## config.mk

```make
export PLATFORM = sky130hd
export DESIGN_NAME = mbat_cell
export DESIGN_NICKNAME = d
export VERILOG_FILES = /design/src/sv/mac_byte_accounting_table_top_assert.svh /design/src/sv/mbat_pkg.sv /design/src/sv/mbat_cell.sv
export SDC_FILE = /design/constraint.sdc
export NUM_CORES = 1
export LEC_CHECK = 0
export BUFFER_PORTS_ARGS = -buffer_cell sky130_fd_sc_hd__clkbuf_2
export CAP_MARGIN = 15
export CORE_AREA = 2 2 215 217
export CTS_CLUSTER_SIZE = 12
export DETAILED_ROUTE_END_ITERATION = 6
export DIE_AREA = 0 0 217 219
export PLACE_DENSITY = 0.69
export SLEW_MARGIN = 30
export SYNTH_ARGS = -nofsm -noshare
export SYNTH_HDL_FRONTEND = slang
export SYNTH_SLANG_ARGS = --single-unit
```

## constraint.sdc

```tcl
create_clock -name clk -period 8.5 [get_ports clk]
set_clock_uncertainty 0.1 [all_clocks]
set_input_delay 1.275 -clock clk [delete_from_list [all_inputs] [get_ports clk]]
set_output_delay 1.275 -clock clk [all_outputs]
set_load 0.02 [all_outputs]
```

## src/sv/mac_byte_accounting_table_top_assert.svh

```systemverilog
// assertion helpers for the accounting table top level
`ifndef MAC_BYTE_ACCOUNTING_TABLE_TOP_ASSERT_SVH
`define MAC_BYTE_ACCOUNTING_TABLE_TOP_ASSERT_SVH

// same-cycle implication, disabled during reset
`define MBAT_ASSERT_NOW(lbl, clk, rst_n, a, b) \
	lbl: assert property (@(posedge clk) disable iff (!rst_n) (a) |-> (b)) \
		else $error("assertion failed");

// next-cycle implication, disabled during reset
`define MBAT_ASSERT_NEXT(lbl, clk, rst_n, a, b) \
	lbl: assert property (@(posedge clk) disable iff (!rst_n) (a) |=> (b)) \
		else $error("assertion failed");

`endif

```

## src/sv/mbat_pkg.sv

```systemverilog
`timescale 1ns / 1ps
`default_nettype none
package mbat_pkg;

	localparam int MAC_W       = 48;
	localparam int LEN_W       = 16;
	localparam int PREFIX_W    = 24;
	localparam int SLOT_OUT_W  = 9;
	localparam int FILL_OUT_W  = 10;
	localparam int TOT_OUT_W   = 64;
	localparam int IN_TDATA_W  = 112;
	localparam int OUT_TDATA_W = 160;

	localparam logic [PREFIX_W-1:0] PREFIX_RESET = {8'h00, 8'h0b, 8'hab};

	// control part of the search token that walks the cell row
	typedef struct packed {
		logic valid;
		logic src_pre;
		logic dst_pre;
		logic src_found;
		logic dst_found;
	} mbat_ctl_t;

endpackage
`default_nettype wire

```

## src/sv/mbat_cell.sv

```systemverilog
`timescale 1ns / 1ps
`default_nettype none
module mbat_cell #(
	parameter int TABLE_DEPTH  = 512,
	parameter int COUNTER_BITS = 64,
	parameter int INDEX        = 0,
	parameter int SW = (TABLE_DEPTH > 1) ? $clog2(TABLE_DEPTH) : 1,
	parameter int CW = $clog2(TABLE_DEPTH + 1)
) (
	input  wire                           clk,
	input  wire                           arst_n,
	input  wire mbat_pkg::mbat_ctl_t      ctl_in,
	input  wire [mbat_pkg::MAC_W-1:0]     src_in,
	input  wire [mbat_pkg::MAC_W-1:0]     dst_in,
	input  wire [mbat_pkg::LEN_W-1:0]     len_in,
	input  wire [SW-1:0]                  src_slot_in,
	input  wire [COUNTER_BITS-1:0]        src_tot_in,
	input  wire [SW-1:0]                  dst_slot_in,
	input  wire [COUNTER_BITS-1:0]        dst_tot_in,
	input  wire [CW-1:0]                  cnt_in,
	output mbat_pkg::mbat_ctl_t           ctl_out,
	output logic [mbat_pkg::MAC_W-1:0]    src_out,
	output logic [mbat_pkg::MAC_W-1:0]    dst_out,
	output logic [mbat_pkg::LEN_W-1:0]    len_out,
	output logic [SW-1:0]                 src_slot_out,
	output logic [COUNTER_BITS-1:0]       src_tot_out,
	output logic [SW-1:0]                 dst_slot_out,
	output logic [COUNTER_BITS-1:0]       dst_tot_out,
	output logic [CW-1:0]                 cnt_out
);
	import mbat_pkg::*;

	logic                    vld_q;
	logic [MAC_W-1:0]        mac_q;
	logic [COUNTER_BITS-1:0] dl_q;
	logic [COUNTER_BITS-1:0] ul_q;

	mbat_ctl_t               ctl_q;
	logic [MAC_W-1:0]        src_q;
	logic [MAC_W-1:0]        dst_q;
	logic [LEN_W-1:0]        len_q;
	logic [SW-1:0]           src_slot_q;
	logic [COUNTER_BITS-1:0] src_tot_q;
	logic [SW-1:0]           dst_slot_q;
	logic [COUNTER_BITS-1:0] dst_tot_q;
	logic [CW-1:0]           cnt_q;

	logic                    s_match, d_match, ins_src, ins_dst, vld_nx;
	logic [COUNTER_BITS-1:0] len_ext, dl_nx, ul_nx;
	logic [MAC_W-1:0]        mac_nx;

	always_comb begin
		len_ext = COUNTER_BITS'(len_in);
		s_match = ctl_in.valid && vld_q && !ctl_in.src_found && (mac_q == src_in);
		d_match = ctl_in.valid && vld_q && !ctl_in.dst_found && (mac_q == dst_in);
		// first free cell takes the source if it has the vendor prefix, the destination takes it too when
		// it is the same address, otherwise it moves on to the next free cell
		ins_src = ctl_in.valid && !vld_q && !ctl_in.src_found && ctl_in.src_pre;
		ins_dst = ctl_in.valid && !vld_q && !ctl_in.dst_found && ctl_in.dst_pre &&
			(!ins_src || (dst_in == src_in));
		dl_nx = s_match ? dl_q + len_ext : ins_src ? len_ext : ins_dst ? '0 : dl_q;
		ul_nx = d_match ? ul_q + len_ext : ins_dst ? len_ext : ins_src ? '0 : ul_q;
		mac_nx = ins_src ? src_in : ins_dst ? dst_in : mac_q;
		vld_nx = vld_q || ins_src || ins_dst;
	end

	always_ff @(posedge clk or negedge arst_n) begin
		if (!arst_n) begin
			vld_q <= 1'b0;
		end else if (ctl_in.valid) begin
			vld_q <= vld_nx;
		end
	end

	always_ff @(posedge clk) begin
		if (ctl_in.valid) begin
			mac_q <= mac_nx;
			dl_q  <= dl_nx;
			ul_q  <= ul_nx;
		end
	end

	always_ff @(posedge clk or negedge arst_n) begin
		if (!arst_n) begin
			ctl_q <= '0;
		end else begin
			ctl_q.valid     <= ctl_in.valid;
			ctl_q.src_pre   <= ctl_in.src_pre;
			ctl_q.dst_pre   <= ctl_in.dst_pre;
			ctl_q.src_found <= ctl_in.src_found || s_match || ins_src;
			ctl_q.dst_found <= ctl_in.dst_found || d_match || ins_dst;
		end
	end

	always_ff @(posedge clk) begin
		src_q      <= src_in;
		dst_q      <= dst_in;
		len_q      <= len_in;
		src_slot_q <= (s_match || ins_src) ? SW'(INDEX) : src_slot_in;
		src_tot_q  <= (s_match || ins_src) ? dl_nx : src_tot_in;
		dst_slot_q <= (d_match || ins_dst) ? SW'(INDEX) : dst_slot_in;
		dst_tot_q  <= (d_match || ins_dst) ? ul_nx : dst_tot_in;
		cnt_q      <= vld_nx ? cnt_in + CW'(1) : cnt_in;
	end

	assign ctl_out      = ctl_q;
	assign src_out      = src_q;
	assign dst_out      = dst_q;
	assign len_out      = len_q;
	assign src_slot_out = src_slot_q;
	assign src_tot_out  = src_tot_q;
	assign dst_slot_out = dst_slot_q;
	assign dst_tot_out  = dst_tot_q;
	assign cnt_out      = cnt_q;

endmodule
`default_nettype wire

```

==> results_tabular.tex <==
\begin{tabular}{lr}
\hline
Metric & Value \\
\hline
\multicolumn{2}{l}{\textbf{Status}} \\
\quad Result of the run & completed \\
\multicolumn{2}{l}{\textbf{Clock network}} \\
\quad Count of clock tree sinks & 450 \\
\quad CTS H-Tree Depth & 2 \\
\quad \# resized after CTS & 0 \\
\quad Postcts setup bufs & 0 \\
\quad Clock latency at the later pin of the worst-skew pair & 0.60 ns \\
\quad Total CTS buffers & 49 \\
\quad Longest Clk Path Bufs & 3 \\
\quad Root buffer cell & clkbuf\_16 \\
\quad Clock-pin slew reported for the worst setup and hold paths after clock tree synthesis & 0.06 ns \\
\quad Hold buffer count at CTS & 0 \\
\quad TritonCTS clock tree & done \\
\multicolumn{2}{l}{\textbf{Worst setup path}} \\
\quad Stage delay of the slowest cell on the critical path & 1.17 ns \\
\quad Required time of the worst setup path & 8.88 ns \\
\quad Most prevalent standard cell on the critical path & nor4\_1 \\
\quad Type of the worst setup path & in -> reg \\
\quad Maximum net fanout on the critical path & 42 \\
\quad Critical path, cell by cell & clkbuf\_2 -> xor2\_1 -> nor4\_1 -> nand4b\_1 -> or4\_2 -> o21bai\_4 -> nor4\_1 -> mux2i\_1 -> mux2\_2 \\
\quad Endpoint type of the worst setup path & flip-flop \\
\quad Cell with the biggest individual delay on the critical path & or4\_2 \\
\quad Arrival time of data at the critical path endpoint & 4.88 ns \\
\quad Crit path launch type & input pin \\
\multicolumn{2}{l}{\textbf{Detailed routing}} \\
\quad Via count of the routed design & 16900 \\
\quad Iteration-0 DRC count of the detailed router & 1351 \\
\quad DRC violation count after routing & 0 \\
\quad Post-detailed-route via-to-cell ratio & 5.48 \\
\quad Wirelength, routed & 63.4 mm \\
\quad Remaining antenna violation count after routing & 0 \\
\quad Routed length per placed instance & 20.5 µm \\
\quad First drt pass iteration count & 6 \\
\multicolumn{2}{l}{\textbf{STA}} \\
\quad Final period utilization & 0.528 \\
\quad Final slew viol count & 0 \\
\quad Worst hold slack & 0.423 ns \\
\quad Setup repair after global routing missed its margin & no \\
\quad Setup-violating endpoint count in the final report & 0 \\
\quad Final Worst Setup Slack & 4.01 ns \\
\quad Final-layout setup total negative slack & 0 ns \\
\quad Final period demand of the worst path & 4.49 ns \\
\quad Hold Fails Final Rpt & 0 \\
\quad Slew at the pin with the worst max-slew slack & 0.871 ns \\
\quad Fmax & 223 MHz \\
\quad Slew Limit Headroom & 0.420 \\
\multicolumn{2}{l}{\textbf{Global routing}} \\
\quad GRT Total Usage & 0.257 \\
\quad Largest net degree at the start of global routing & 90 \\
\quad Number of global-route vias before repair & 16600 \\
\quad Initial antenna violation count & 1 \\
\quad Total gr overflow & 0 \\
\quad Wire length of the first global-routing pass & 94.6 mm \\
\multicolumn{2}{l}{\textbf{Pwr}} \\
\quad Worst IR Drop VDD & 162 µV \\
\quad Total power & 5.44 mW \\
\quad Power per unit of standard cell area & 217 mW/mm² \\
\quad Leak & 10.9 nW \\
\multicolumn{2}{l}{\textbf{Yosys}} \\
\quad Leading post-synthesis cells by cell area & dfxtp\_1, edfxtp\_1, nand2\_1 \\
\quad Per-instance average area after synthesis & 10.5 µm² \\
\quad Net count after synthesis & 2221 \\
\quad Post-synthesis sequential area ratio & 0.538 \\
\quad Post-synth design cell area & 0.0201 mm² \\
\quad Area leader, netlist & dfxtp\_1 \\
\quad Yosys synthesis warning count & 0 \\
\quad Most frequent cells after synthesis & nand2\_1, dfxtp\_1, edfxtp\_1 \\
\quad Top cell type's share of synthesized area & 0.267 \\
\quad Post-synthesis cell type count & 72 \\
\quad EDFF count, synth & 176 \\
\quad Flip-flop and latch count after synthesis & 450 \\
\quad Async set or reset register ratio after synthesis & 0.0133 \\
\quad Leading register cell type out of synthesis & dfxtp\_1 \\
\quad Most frequent cell after synthesis & nand2\_1 \\
\quad Gate count of the mapped netlist & 1911 \\
\multicolumn{2}{l}{\textbf{Worst hold path}} \\
\quad Min-delay worst type & in -> async \\
\multicolumn{2}{l}{\textbf{Place}} \\
\quad Pre-CTS setup slack & 3.42 ns \\
\quad Final weighted congestion of routability-driven global placement & 0.921 \\
\quad Placed cells & 2999 \\
\quad Detailed Place HPWL & 48.3 mm \\
\quad Buffers on Ports & 547 \\
\quad Dpl cell area & 0.0234 mm² \\
\multicolumn{2}{l}{\textbf{Floorplan}} \\
\quad IO Pins & 548 \\
\quad Row cnt & 78 \\
\quad Vertical die dimension & 219 µm \\
\quad Area of the die & 0.0475 mm² \\
\quad Core area & 0.0451 mm² \\
\quad Width of the die & 217 µm \\
\quad Effective utilization at floorplan & 0.445 \\
\multicolumn{2}{l}{\textbf{Cells and area}} \\
\quad Storage element area & 0.0108 mm² \\
\quad Proportion of layout cells with a drive suffix above 1 & 0.304 \\
\quad Antenna diode instance count & 0 \\
\quad Non-Filler Cell Area, Final & 0.0250 mm² \\
\quad Fill count & 3947 \\
\quad Area of the multi-input gates & 0.00894 mm² \\
\quad Final Instance Count excl. Fillers & 3089 \\
\quad P\&R area growth vs syn & 24.8\% \\
\quad Final design utilization & 0.555 \\
\quad Final nets & 2760 \\
\multicolumn{2}{l}{\textbf{Flow run}} \\
\quad Number of max-cap violations & 0 \\
\hline
\end{tabular}
cell usage in the layout (no fill, tap or decap), types with 4 or more instances in the layout:
| master | synthesis | routed |
|---|---|---|
| o21ai_0 | 23 | 23 |
| o31ai_1 | 19 | 19 |
| buf_4 | 0 | 15 |
| and3_1 | 34 | 34 |
| a31oi_1 | 5 | 5 |
| mux2i_1 | 70 | 70 |
| o211ai_1 | 21 | 21 |
| clkbuf_16 | 0 | 51 |
| ha_1 | 33 | 33 |
| clkbuf_2 | 1 | 546 |
| nor2b_1 | 4 | 4 |
| o311ai_1 | 4 | 4 |
| a21boi_0 | 7 | 7 |
| nor4_2 | 5 | 7 |
| inv_1 | 16 | 16 |
| clkbuf_8 | 0 | 10 |
| nand3_1 | 59 | 59 |
| xor2_1 | 114 | 114 |
| nor3_1 | 41 | 41 |
| a211oi_1 | 14 | 14 |
| nand2b_1 | 5 | 5 |
| nand4_1 | 60 | 60 |
| nor4_1 | 56 | 54 |
| or3_1 | 12 | 12 |
| or4_1 | 6 | 5 |
| clkbuf_1 | 51 | 16 |
| dfrtp_1 | 6 | 6 |
| o41ai_1 | 5 | 5 |
| dfxtp_1 | 268 | 268 |
| edfxtp_1 | 176 | 176 |
| and2_1 | 13 | 12 |
| xnor2_1 | 63 | 63 |
| mux2_2 | 94 | 94 |
| a21oi_1 | 81 | 81 |
| nand2_1 | 351 | 349 |
| nor2_1 | 102 | 102 |
| a21o_1 | 8 | 8 |
| o21bai_1 | 7 | 7 |
| a22oi_1 | 7 | 7 |
metal layers:
layer	vias up	wire length (µm)	global-route usage
met5	-	0	0
met4	0	2090	0.0913
met3	128	4510	0.0423
met2	746	31500	0.456
met1	8088	25300	0.316
li1	7975	-	-
power by group:
group | internal, mW | switching [mW] | leakage [nW] | total (mW)
Combinational | 0.305 | 0.524 | 6.04 | 0.828
Sequential | 2.42 | 0.0872 | 4.03 | 2.50
Clock | 1.23 | 0.881 | 0.781 | 2.11
path summary, 6_finish.rpt:
check | slack [ns] | end | startpoint | cells past startpoint
worst max-delay path | 4.01 | src_tot_out[61] | src_in[15] | 9
worst min-delay path | 0.42 | ctl_out[3] | arst_n | 1
worst max register to register | 4.42 | src_tot_out[61] | mac_q[5] | 8
worst min register to register | 0.51 | dl_q[63] | dl_q[63] | 1
max in group asynchronous | 7.71 | vld_q | arst_n | 1
min in group clk | 0.51 | dl_q[63] | dl_q[63] | 1
layout make-up:
class | count | area share
flip-flops and latches | 450 | 0.431
multi-input cells | 1368 | 0.357
repair buffers | 563 | 0.115
clock buffers | 78 | 0.0592
well taps | 600 | 0.0300
clock inverters | 12 | 0.00505
inverters | 18 | 0.00270
sequential cells by signal, indices dropped and copies added, names as in the netlist:
signal	cells
cnt_out	10
ctl_out	5
dl_q	64
dst_out	48
dst_slot_out	9
dst_tot_out	64
len_out	16
mac_q	48
src_out	48
src_slot_out	9
src_tot_out	64
ul_q	64
vld_q	1
critical path: cells and delay by family:
family	cells	cell delay (ns)
buf+inv	1	0.16
compound gates	1	0.48
xor+xnor	1	0.21
simple gates	4	2.32
mux	2	0.42
kinds of logic (layout without fill, tap and decap cells):
logic type | count (synthesis) | in the layout | synth area share
xor gates and xnor gates | 177 | 177 | 0.0773
adders and majority gates | 35 | 35 | 0.0226
DFF | 450 | 450 | 0.538
muxes | 164 | 164 | 0.0877
buffers and inverters | 93 | 671 | 0.0182
AOI/OAI and AO/OA | 227 | 227 | 0.0750
and+or+nand+nor | 765 | 765 | 0.181
(Power assumes the default switching activity.)
